===== src/hw/rtl/ilid_pkg.sv =====
// Shared types, codes and default constants for the indexed list unit.
package ilid_pkg;

    // Default sizing
    localparam int DEF_MAX_ENTRIES = 64;
    localparam int DEF_DATA_WIDTH  = 32;

    // Fixed port widths
    localparam int OP_WIDTH     = 3;
    localparam int INDEX_WIDTH  = 6;
    localparam int VALUE_WIDTH  = 32;
    localparam int STATUS_WIDTH = 2;
    localparam int COUNT_WIDTH  = 7;
    localparam int CFG_WIDTH    = 7;

    // Capacity after reset and reset value of the initial capacity register
    localparam int RESET_CAPACITY = 10;

    typedef enum logic [OP_WIDTH-1:0] {
        OP_APPEND = 3'd0,
        OP_INSERT = 3'd1,
        OP_EDIT   = 3'd2,
        OP_DELETE = 3'd3,
        OP_READ   = 3'd4,
        OP_CLEAR  = 3'd5
    } op_t;

    typedef enum logic [STATUS_WIDTH-1:0] {
        STS_OK        = 2'd0,
        STS_BAD_INDEX = 2'd1,
        STS_FULL      = 2'd2
    } status_t;

    typedef enum logic [2:0] {
        S_IDLE,
        S_CHECK,
        S_LOOP,
        S_SHIFT_RD,
        S_SHIFT_WR,
        S_PUT,
        S_RESP
    } state_t;

    // Controller to datapath commands
    typedef struct packed {
        logic capture;   // latch the request
        logic check;     // evaluate status, single-word write, pointer init
        logic shift_rd;  // read the element that moves next
        logic shift_wr;  // write it one place over, step the pointer
        logic put;       // write the inserted word
        logic finish;    // commit count and capacity, present the result
    } ilid_cmd_t;

    // Datapath to controller status
    typedef struct packed {
        logic ok;        // request passes index and full checks
        logic more;      // shift loop has another element to move
        op_t  op;        // latched operation
    } ilid_sts_t;

endpackage


===== src/hw/rtl/indexed_list_insert_delete_unit.sv =====
// Top level of the indexed list unit: ordered word list with insert, delete, edit and read.
//
// Usage:
//   Request channel: present op, index and value with start; the request is taken at
//   a rising edge where start is high and busy is low. busy stays high until the
//   result cycle, in which a new request may already be taken.
//   Result channel: done is high for exactly one cycle with status, read_value, count
//   and capacity_now valid; the receiver must take it then, it cannot stall.
//   Config channel: cfg_data loads the capacity used by clear; cfg_ready is always
//   high, write only while no request is in flight.
// Sequence: every request is checked, then answered; a good insert or delete shifts the
//   later elements in between, and insert then writes its word. Each moved element
//   takes a read, a write and a loop test on the single write port / single read port
//   element RAM.
// Reset: count 0, capacity min(10, MAX_ENTRIES), clear capacity 10. Element RAM is not
//   cleared; only positions below count are ever read.
module indexed_list_insert_delete_unit
    import ilid_pkg::*;
#(
    parameter int MAX_ENTRIES = DEF_MAX_ENTRIES,
    parameter int DATA_WIDTH  = DEF_DATA_WIDTH
)(
    input  logic                          clk,
    input  logic                          rst_n,
    input  logic                          start,
    output logic                          busy,
    input  logic [OP_WIDTH-1:0]           op,
    input  logic [INDEX_WIDTH-1:0]        index,
    input  logic signed [VALUE_WIDTH-1:0] value,
    input  logic                          cfg_valid,
    output logic                          cfg_ready,
    input  logic [CFG_WIDTH-1:0]          cfg_data,
    output logic                          done,
    output logic [STATUS_WIDTH-1:0]       status,
    output logic signed [VALUE_WIDTH-1:0] read_value,
    output logic [COUNT_WIDTH-1:0]        count,
    output logic [COUNT_WIDTH-1:0]        capacity_now
);

    ilid_cmd_t cmd;
    ilid_sts_t sts;

    assign cfg_ready = 1'b1;

    ilid_ctrl u_ctrl (
        .clk   (clk),
        .rst_n (rst_n),
        .start (start),
        .sts   (sts),
        .cmd   (cmd),
        .busy  (busy)
    );

    ilid_dpath #(
        .MAX_ENTRIES (MAX_ENTRIES),
        .DATA_WIDTH  (DATA_WIDTH)
    ) u_dpath (
        .clk          (clk),
        .rst_n        (rst_n),
        .cmd          (cmd),
        .sts          (sts),
        .op           (op),
        .index        (index),
        .value        (value),
        .cfg_valid    (cfg_valid),
        .cfg_data     (cfg_data),
        .done         (done),
        .status       (status),
        .read_value   (read_value),
        .count        (count),
        .capacity_now (capacity_now)
    );

endmodule


===== src/hw/rtl/ilid_ram.sv =====
// Generic single-write, single-read RAM with registered read data.
module ilid_ram
    import ilid_pkg::*;
#(
    parameter int WIDTH = DEF_DATA_WIDTH,
    parameter int DEPTH = DEF_MAX_ENTRIES
)(
    input  logic                     clk,
    input  logic                     we,
    input  logic [$clog2(DEPTH)-1:0] waddr,
    input  logic [WIDTH-1:0]         wdata,
    input  logic [$clog2(DEPTH)-1:0] raddr,
    output logic [WIDTH-1:0]         rdata
);

    logic [WIDTH-1:0] mem [DEPTH];

    always_ff @(posedge clk)
    begin
        if (we)
        begin
            mem[waddr] <= wdata;
        end
        rdata <= mem[raddr];
    end

endmodule


===== src/hw/rtl/ilid_ctrl.sv =====
// Sequencer for the indexed list unit: walks each request through check, shift and response.
module ilid_ctrl
    import ilid_pkg::*;
(
    input  logic      clk,
    input  logic      rst_n,
    input  logic      start,
    input  ilid_sts_t sts,
    output ilid_cmd_t cmd,
    output logic      busy
);

    state_t state_reg;
    state_t state_next;

    always_ff @(posedge clk or negedge rst_n)
    begin
        if (!rst_n)
        begin
            state_reg <= S_IDLE;
        end
        else
        begin
            state_reg <= state_next;
        end
    end

    // Next state
    always_comb
    begin
        state_next = state_reg;
        unique case (state_reg)
            S_IDLE:
            begin
                if (start)
                begin
                    state_next = S_CHECK;
                end
            end
            S_CHECK:
            begin
                if (sts.ok && (sts.op == OP_INSERT || sts.op == OP_DELETE))
                begin
                    state_next = S_LOOP;
                end
                else
                begin
                    state_next = S_RESP;
                end
            end
            S_LOOP:
            begin
                if (sts.more)
                begin
                    state_next = S_SHIFT_RD;
                end
                else if (sts.op == OP_INSERT)
                begin
                    state_next = S_PUT;
                end
                else
                begin
                    state_next = S_RESP;
                end
            end
            S_SHIFT_RD: state_next = S_SHIFT_WR;
            S_SHIFT_WR: state_next = S_LOOP;
            S_PUT:      state_next = S_RESP;
            S_RESP:     state_next = S_IDLE;
            default:    state_next = S_IDLE;
        endcase
    end

    // Commands
    always_comb
    begin
        cmd  = '0;
        busy = 1'b1;
        unique case (state_reg)
            S_IDLE:
            begin
                busy        = 1'b0;
                cmd.capture = start;
            end
            S_CHECK:    cmd.check    = 1'b1;
            S_LOOP:     cmd          = '0;
            S_SHIFT_RD: cmd.shift_rd = 1'b1;
            S_SHIFT_WR: cmd.shift_wr = 1'b1;
            S_PUT:      cmd.put      = 1'b1;
            S_RESP:     cmd.finish   = 1'b1;
            default:    cmd          = '0;
        endcase
    end

endmodule


===== src/hw/rtl/ilid_dpath.sv =====
// Datapath for the indexed list unit: element store, count, capacity and result registers.
module ilid_dpath
    import ilid_pkg::*;
#(
    parameter int MAX_ENTRIES = DEF_MAX_ENTRIES,
    parameter int DATA_WIDTH  = DEF_DATA_WIDTH
)(
    input  logic                    clk,
    input  logic                    rst_n,
    input  ilid_cmd_t               cmd,
    output ilid_sts_t               sts,
    input  logic [OP_WIDTH-1:0]     op,
    input  logic [INDEX_WIDTH-1:0]  index,
    input  logic signed [VALUE_WIDTH-1:0] value,
    input  logic                    cfg_valid,
    input  logic [CFG_WIDTH-1:0]    cfg_data,
    output logic                    done,
    output logic [STATUS_WIDTH-1:0] status,
    output logic signed [VALUE_WIDTH-1:0] read_value,
    output logic [COUNT_WIDTH-1:0]  count,
    output logic [COUNT_WIDTH-1:0]  capacity_now
);

    localparam int AW   = $clog2(MAX_ENTRIES);
    localparam int CW   = $clog2(MAX_ENTRIES + 1);
    localparam int XW0  = (CW > INDEX_WIDTH) ? CW : INDEX_WIDTH;
    localparam int XW1  = (XW0 > CFG_WIDTH) ? XW0 : CFG_WIDTH;
    localparam int XW   = XW1 + 1;
    localparam int RCAP = (RESET_CAPACITY < MAX_ENTRIES) ? RESET_CAPACITY : MAX_ENTRIES;
    localparam logic [XW-1:0] MAX_X = XW'(MAX_ENTRIES);

    // Request and list state
    op_t                           op_reg;
    logic [INDEX_WIDTH-1:0]        index_reg;
    logic signed [DATA_WIDTH-1:0]  word_reg;
    status_t                       status_reg;
    status_t                       status_next;
    logic [CW-1:0]                 count_reg;
    logic [CW-1:0]                 count_next;
    logic [CW-1:0]                 cap_reg;
    logic [CW-1:0]                 cap_next;
    logic [CW-1:0]                 ptr_reg;
    logic [CFG_WIDTH-1:0]          init_cap_reg;
    logic                          done_reg;
    logic signed [VALUE_WIDTH-1:0] rd_val_reg;

    // Extended views for compares
    logic [XW-1:0] idx_x;
    logic [XW-1:0] cnt_x;
    logic [XW-1:0] cap_x;
    logic [XW-1:0] ptr_x;
    logic [XW-1:0] init_x;
    logic [XW-1:0] grow_x;
    logic [XW-1:0] half_x;
    logic [XW-1:0] clear_cap_x;

    // RAM port
    logic                         ram_we;
    logic [AW-1:0]                ram_waddr;
    logic signed [DATA_WIDTH-1:0] ram_wdata;
    logic [AW-1:0]                ram_raddr;
    logic signed [DATA_WIDTH-1:0] ram_rdata;

    assign idx_x  = XW'(index_reg);
    assign cnt_x  = XW'(count_reg);
    assign cap_x  = XW'(cap_reg);
    assign ptr_x  = XW'(ptr_reg);
    assign init_x = XW'(init_cap_reg);
    assign grow_x = ((cap_x << 1) > MAX_X) ? MAX_X : (cap_x << 1);
    assign half_x = cap_x >> 1;

    always_comb
    begin
        if (init_x == '0)
        begin
            clear_cap_x = XW'(1);
        end
        else if (init_x > MAX_X)
        begin
            clear_cap_x = MAX_X;
        end
        else
        begin
            clear_cap_x = init_x;
        end
    end

    // Index and full checks
    always_comb
    begin
        status_next = STS_OK;
        case (op_reg)
            OP_APPEND:
            begin
                if (cnt_x >= MAX_X)
                begin
                    status_next = STS_FULL;
                end
            end
            OP_INSERT:
            begin
                if (idx_x > cnt_x)
                begin
                    status_next = STS_BAD_INDEX;
                end
                else if (cnt_x >= MAX_X)
                begin
                    status_next = STS_FULL;
                end
            end
            OP_EDIT, OP_DELETE, OP_READ:
            begin
                if (idx_x >= cnt_x)
                begin
                    status_next = STS_BAD_INDEX;
                end
            end
            default: status_next = STS_OK;
        endcase
    end

    // Status toward the controller
    always_comb
    begin
        sts.op = op_reg;
        sts.ok = (status_next == STS_OK);
        if (op_reg == OP_INSERT)
        begin
            sts.more = (ptr_x > idx_x);
        end
        else
        begin
            sts.more = ((ptr_x + XW'(1)) < cnt_x);
        end
    end

    // Count and capacity after a successful request
    always_comb
    begin
        count_next = count_reg;
        cap_next   = cap_reg;
        if (status_reg == STS_OK)
        begin
            case (op_reg)
                OP_APPEND, OP_INSERT:
                begin
                    count_next = count_reg + CW'(1);
                    if (cnt_x >= cap_x)
                    begin
                        cap_next = CW'(grow_x);
                    end
                end
                OP_DELETE:
                begin
                    count_next = count_reg - CW'(1);
                    if ((cnt_x - XW'(1)) == half_x)
                    begin
                        cap_next = (half_x == '0) ? CW'(1) : CW'(half_x);
                    end
                end
                OP_CLEAR:
                begin
                    count_next = '0;
                    cap_next   = CW'(clear_cap_x);
                end
                default:
                begin
                    count_next = count_reg;
                    cap_next   = cap_reg;
                end
            endcase
        end
    end

    // Store port selection
    always_comb
    begin
        ram_we    = 1'b0;
        ram_waddr = AW'(index_reg);
        ram_wdata = word_reg;
        if (cmd.shift_rd)
        begin
            ram_raddr = (op_reg == OP_INSERT) ? AW'(ptr_reg - CW'(1)) : AW'(ptr_reg + CW'(1));
        end
        else
        begin
            ram_raddr = AW'(index_reg);
        end
        if (cmd.check && status_next == STS_OK)
        begin
            if (op_reg == OP_APPEND)
            begin
                ram_we    = 1'b1;
                ram_waddr = AW'(count_reg);
            end
            else if (op_reg == OP_EDIT)
            begin
                ram_we = 1'b1;
            end
        end
        else if (cmd.shift_wr)
        begin
            ram_we    = 1'b1;
            ram_waddr = AW'(ptr_reg);
            ram_wdata = ram_rdata;
        end
        else if (cmd.put)
        begin
            ram_we = 1'b1;
        end
    end

    ilid_ram #(
        .WIDTH (DATA_WIDTH),
        .DEPTH (MAX_ENTRIES)
    ) u_ram (
        .clk   (clk),
        .we    (ram_we),
        .waddr (ram_waddr),
        .wdata (ram_wdata),
        .raddr (ram_raddr),
        .rdata (ram_rdata)
    );

    // Request payload
    always_ff @(posedge clk)
    begin
        if (cmd.capture)
        begin
            op_reg    <= op_t'(op);
            index_reg <= index;
            word_reg  <= DATA_WIDTH'(value);
        end
        if (cmd.check)
        begin
            status_reg <= status_next;
            ptr_reg    <= (op_reg == OP_INSERT) ? count_reg : CW'(index_reg);
        end
        else if (cmd.shift_wr)
        begin
            ptr_reg <= (op_reg == OP_INSERT) ? (ptr_reg - CW'(1)) : (ptr_reg + CW'(1));
        end
        if (cmd.finish)
        begin
            if (op_reg == OP_READ && status_reg == STS_OK)
            begin
                rd_val_reg <= VALUE_WIDTH'(ram_rdata);
            end
            else
            begin
                rd_val_reg <= '0;
            end
        end
    end

    // List state and result strobe
    always_ff @(posedge clk or negedge rst_n)
    begin
        if (!rst_n)
        begin
            count_reg    <= '0;
            cap_reg      <= CW'(RCAP);
            init_cap_reg <= CFG_WIDTH'(RESET_CAPACITY);
            done_reg     <= 1'b0;
        end
        else
        begin
            done_reg <= cmd.finish;
            if (cmd.finish)
            begin
                count_reg <= count_next;
                cap_reg   <= cap_next;
            end
            if (cfg_valid)
            begin
                init_cap_reg <= cfg_data;
            end
        end
    end

    assign done         = done_reg;
    assign status       = status_reg;
    assign read_value   = rd_val_reg;
    assign count        = COUNT_WIDTH'(count_reg);
    assign capacity_now = COUNT_WIDTH'(cap_reg);

endmodule

===== config.mk =====
export PLATFORM = sky130hd
export DESIGN_NAME = indexed_list_insert_delete_unit
export DESIGN_NICKNAME = d
export VERILOG_FILES = /design/src/hw/rtl/ilid_pkg.sv /design/src/hw/rtl/indexed_list_insert_delete_unit.sv /design/src/hw/rtl/ilid_ram.sv /design/src/hw/rtl/ilid_ctrl.sv /design/src/hw/rtl/ilid_dpath.sv
export SDC_FILE = /design/constraint.sdc
export NUM_CORES = 2
export LEC_CHECK = 0
export BUFFER_PORTS_ARGS = -buffer_cell sky130_fd_sc_hd__buf_2
export CAP_MARGIN = 40
export CORE_MARGIN = 3
export CORE_UTILIZATION = 34
export DETAILED_ROUTE_END_ITERATION = 16
export GPL_TIMING_DRIVEN = 0
export PLACE_DENSITY_LB_ADDON = 0.15
export RECOVER_POWER = 100
export SYNTH_ARGS = -nofsm -noshare
export SYNTH_HDL_FRONTEND = slang
export SYNTH_SLANG_ARGS = --single-unit

===== constraint.sdc =====
create_clock -name clk -period 10.8 [get_ports clk]
set_clock_uncertainty 0.05 [all_clocks]
set_input_delay 0.54 -clock clk [delete_from_list [all_inputs] [get_ports clk]]
set_output_delay 0.54 -clock clk [all_outputs]
set_load 0.05 [all_outputs]

Yosys cells after proc, flatten, opt, wreduce, memory -nomap -nowiden
Memory sizes are Yosys's and may differ from the RTL's. A register that Yosys moved wholly into a read port is not among the register bits.
Cells that the tools add are included.
{"block": "word_totals", "reg_bits": 107, "ram_bits": 2048, "in_bits": 52, "wordCells": 100, "n_memories": 1}
{"name": "u_dpath.u_ram.mem", "words": 64, "word_bits": 32, "read_ports": 1, "rd_ports_with_merged_regs": 1, "wr": 1, "line_no": "ilid_ram.sv:16", "source": "logic [WIDTH-1:0] mem [DEPTH];"}
{"block": "op_classes", "addsub": 6, "n_lt_le_gt_ge": 8, "eq_ne": 15, "muxes": 43, "n_reduce_logical": 16}
{"cell": "$mux 32", "count": 2}
{"cell": "$mux 7", "count": 9}
{"cell": "$pmux 7 s3", "count": 2}
{"cell": "$mux 6", "count": 6}
{"cell": "$pmux 3 s6", "count": 1}
{"cell": "$logic_not 8->1", "count": 2}
{"cell": "$mux 1", "count": 16}
{"cell": "$eq 3x3->1 const B", "count": 5}
{"cell": "$add 7x1->7 const B", "count": 2}
{"cell": "$sub 7x1->7 const B", "count": 2}
{"cell": "$eq 3x2->1 const B", "count": 4}
{"cell": "$mux 3", "count": 3}
{"cell": "$add 7x1->8 const B", "count": 1}
{"cell": "$eq 8x6->1", "count": 1}
{"cell": "$gt 8x7->1 const B", "count": 1}
{"cell": "$lt 8x7->1", "count": 1}
{"cell": "$sub 7x1->8 const B", "count": 1}
{"cell": "$ge 6x7->1", "count": 1}
{"cell": "$ge 7x7->1", "count": 1}
{"cell": "$ge 7x7->1 const B", "count": 1}
{"cell": "$gt 6x7->1", "count": 1}
{"cell": "$gt 7x6->1", "count": 1}
{"cell": "$gt 7x7->1 const B", "count": 1}
{"cell": "$eq 3x1->1 const B", "count": 2}
{"cell": "other kinds (14)", "count": 21}

Longest topological paths before layout
{"block": "depth", "depth_word": 9, "depth_mapped": 15, "depth_no_buf": 11}

Modules after synthesis
A second synthesis with hierarchy kept.
{"block": "hier_totals", "cells_unflattened": 3858, "hier_area_um2": 84675.0}
{"module": "ilid_ram", "instances": 1, "cells_each": 3324, "area_each_um2": 78515.3}
{"module": "ilid_dpath", "instances": 1, "cells_each": 503, "area_each_um2": 5903.2}
{"module": "ilid_ctrl", "instances": 1, "cells_each": 29, "area_each_um2": 245.2}
{"module": "indexed_list_insert_delete_unit", "instances": 1, "cells_each": 2, "area_each_um2": 11.3}

Worst setup path after synthesis
Ideal clock, no wire load.
{"block": "synth_path", "kind": "register to register", "start": "reg u_dpath.count_reg[3] (netlist: u_dpath.count[3])", "end": "mem u_dpath.u_ram.mem[15][0] (netlist bit), enable pin", "setup_ns": 0.502, "arrival_ns": 6.411, "required_ns": 10.248, "setup_slack_ns": 3.837, "path_stages_with_launch": 15, "synth_period_minus_slack_ns": 6.963, "cell_sequence": "dfrtp_1 > clkbuf_1 > inv_1 > ha_1 > nand4b_1 > o21ai_0 > a21oi_1 > or2_2 > clkbuf_1 > a211oi_2 > nor3_1 > or2_2 > clkbuf_1 > buf_2 > nor4_1"}
{"block": "synth_via", "elab_chain_cells": 9}
{"item": "start, declared", "line_no": "ilid_dpath.sv:38", "source": "logic [CW-1:0] count_reg;"}
{"item": "start signal, assigned", "line_no": "ilid_dpath.sv:271", "source": "count_reg <= count_next;"}
{"item": "$ge 7x7->1", "line_no": "ilid_dpath.sv:95, ilid_dpath.sv:106"}
{"item": "$mux 2", "line_no": "ilid_dpath.sv:95, ilid_dpath.sv:106"}
{"item": "$mux 2", "line_no": "ilid_dpath.sv:102", "source": "if (idx_x > cnt_x)"}
{"item": "$pmux 2 s3", "line_no": "ilid_dpath.sv:92", "source": "case (op_reg)"}
{"item": "$logic_not 2->1", "line_no": "ilid_dpath.sv:189", "source": "if (cmd.check && status_next == STS_OK)"}
{"item": "$logic_and 1x1->1", "line_no": "ilid_dpath.sv:189"}
{"item": "$mux 1", "line_no": "ilid_dpath.sv:189"}
{"item": "$mux 1", "line_no": "ilid_ram.sv:20", "source": "if (we)"}
{"item": "$mux 1 (not written as such)", "line_no": "ilid_ram.sv:22", "source": "mem[waddr] <= wdata;"}
{"item": "end, declared", "line_no": "ilid_ram.sv:16"}
Several ways; a longest one is shown, not always the timed one.

Final worst setup path
{"block": "layout_path", "start": "reg u_dpath.count_reg[3] (netlist: u_dpath.count[3])", "end": "mem u_dpath.u_ram.mem[37][7] (netlist bit), enable pin"}
The elaborated chain is that of the path after synthesis.

==> qor.csv <==
metric;value;unit
first_pass_iters;10;
violations;capacitance limit, slew limit;
nFillCells;22640;
hold_viol_final;0;
cts_max_level;4;
seq_area_frac_synth;76.34;%
grt_pass1_vias;45670;
cp.required;11.23;ns
viasPerCell;5.465;
layout_commonest_cell;edfxtp_1;
cts_buffer_depth;3;
vdd_drop_max;0.0001794;V
gr-total-overflow;0;
top_register;u_dpath.u_ram.mem;
fin_crit;8.129;ns
max_freq;123.0;MHz
area_growth;17.28;%
initial_core_util;34.27;%
synth_fp_nets;4155;
period_share;75.27;%
synth_edf_count;2130;
place_congestion;0.7928;
max_slew_margin;-154.8;%
start_kind;register;
numPortBuffers;100;
setup_viol;0;
antenna_found_initial;12;
synth_area;85450;um^2
final_layout_size_suffix_gt1_share;20.73;%
wl_per_cell;33.82;um
largest_reg_flops;2048;
cap_viol_max_count;43;
place_ws;4.767;ns
crit_fanout;10;
globalRouteTotalUtil;22.12;%
clkTransAtPathRegs;0.06;ns
num_io_pins;103;
synth_cell_type_count;82;
worst_slew_pin_slew;3.821;ns
drt-total-wl;287600;um
cts_tree;built;
core-area;249300;um^2
die_w;507.3;um
fin_nets;5059;
final_util;40.19;%
async_flop_share;1.143;%
die_area;257400;um^2
grt_pass1_wl;391800;um
post_cts_buffers;0;
detail_route.iter0.violations;6159;
cts_root_buf;clkbuf_16;
drc;0;
die_h;507.3;um
synth-seq-cells;2187;
path_class;reg2reg;
final_cells;8504;
hold_ws;0.1269;ns
fin_ws;2.671;ns
final_cell_mix;edfxtp_1 (2,130), clkbuf_1 (680), mux4_2 (483);
power_density;262.2;nW/um^2
yosys_warnings;0;
clock_latency;0.86;ns
cts_sinks;2187;
grt_start_max_net_pins;58;
hpwl;212300;um
rows;183;
slew_viol_final;1369;
rsz0062_at_grt;no;
cts_buffers;225;
avgSynthCellArea;21.00;um^2
vias;46470;
worstSetupEndpointType;register;
postRouteAntennaNets;0;
hp-class;in2reg;
worst_ep_arrival_time;8.56;ns
synthFlopType;edfxtp_1;
placedCellCount;8024;
synthCells;4069;
leakage;32.13;nW
status;complete, but fails checks;
cell usage after synthesis, types with 19 or more instances:
cell | n | area share, %
nor2_1 | 38 | 0.17
nand3_1 | 25 | 0.15
clkbuf_1 | 70 | 0.31
buf_6 | 20 | 0.26
buf_2 | 69 | 0.40
o22ai_1 | 60 | 0.44
a211oi_1 | 22 | 0.19
o21ai_0 | 22 | 0.13
nor3_1 | 64 | 0.37
edfxtp_1 | 2130 | 75
or4_1 | 19 | 0.17
buf_4 | 53 | 0.47
a31oi_1 | 22 | 0.16
a21oi_1 | 44 | 0.26
dfxtp_1 | 32 | 0.75
mux2_2 | 33 | 0.43
and3_1 | 43 | 0.31
dfrtp_1 | 21 | 0.61
inv_1 | 30 | 0.13
a32oi_1 | 20 | 0.20
ha_1 | 33 | 0.48
mux2i_1 | 208 | 2.4
nor4_1 | 20 | 0.15
mux4_2 | 483 | 13
nand2_1 | 276 | 1.2
stage by stage:
step                      power [mW]  instance area, um^2  setup TNS [ns]
after global routing           27.17               100200               0
final                          26.28               100200               0
after CTS                      26.79               103400               0
after detailed placement       18.96                95580               0
after global placement         18.53                90120        -2057.33
after floorplan                15.30                85450               0
metal layers:
layer	routed length, um	vias up	track usage [%]
li1	-	18820	-
met1	122700	25120	32.12
met2	132800	2115	34.56
met3	23990	421	4.098
met4	8141	4	5.254
met5	33	-	0
cells by family (layout without fill, tap and decap cells):
group / after synthesis / in the layout / share of synthesized area (%)
other cells: 1 / 8 / 0.004388
fa+ha+maj: 34 / 34 / 0.5066
compound gates: 294 / 294 / 2.457
mux: 728 / 728 / 15.72
flops: 2187 / 2187 / 76.34
simple gates: 548 / 548 / 3.066
xor+xnor: 20 / 20 / 0.2050
buf+inv: 257 / 1355 / 1.697
critical path: stages (launching register included):
cell and delay [ns]:
dfrtp_1 0.42, clkbuf_1 0.46, inv_1 0.20, ha_1 0.33, nand4b_1 0.12, o21ai_0 0.20
a21oi_1 0.08, or2_2 0.27, clkbuf_1 0.16, a211o_1 0.35, a211oi_1 0.68, o211ai_1 0.36
clkbuf_1 0.29, nor3_1 1.19, clkbuf_1 0.47, clkbuf_1 0.48, clkbuf_1 0.51, clkbuf_1 0.58
clkbuf_1 0.53
timing repair:
action | CTS | global route
setup endpoints to repair | 0 | 0
hold endpoints to repair | 74 | 0
resized for setup | 0 | 0
hold buffers | 50 | 0
worst paths after layout:
| check | end | from | cells past startpoint | slack [ns] |
|---|---|---|---|---|
| worst max-delay path | u_dpath.u_ram.mem[37][7] | u_dpath.count[3] | 18 | 2.67 |
| worst min-delay path | u_dpath.init_cap_reg[4] | cfg_valid | 2 | 0.13 |
| worst max register to register | u_dpath.u_ram.mem[37][7] | u_dpath.count[3] | 18 | 2.67 |
| worst min register to register | u_dpath.init_cap_reg[0] | u_dpath.init_cap_reg[0] | 1 | 0.47 |
| max in group asynchronous | u_dpath.count[6] | rst_n | 2 | 9.35 |
| min in group asynchronous | u_dpath.capacity_now[5] | rst_n | 2 | 0.51 |
area by class of cell:
type                            instances  area [um^2]  share of cell area [%]
Sequential cell                      2187        65230                   65.09
Multi-Input combinational cell       1625        18780                   18.74
Clock buffer                          295         6117                   6.104
Tap cell                             3330         4167                   4.157
Timing Repair Buffer                  677         3231                   3.224
Buffer                                227         1311                   1.308
Clock inverter                        126         1252                   1.250
Inverter                               30        112.6                  0.1124
Antenna cell                            7        17.52                 0.01748
power by group:
group | internal (mW) | total [mW] | switching, mW
sequential | 10.8 | 11.0 | 0.226
combinational | 2.36 | 7.43 | 5.07
clock | 4.50 | 7.84 | 3.35
(Power assumes the default switching activity.)
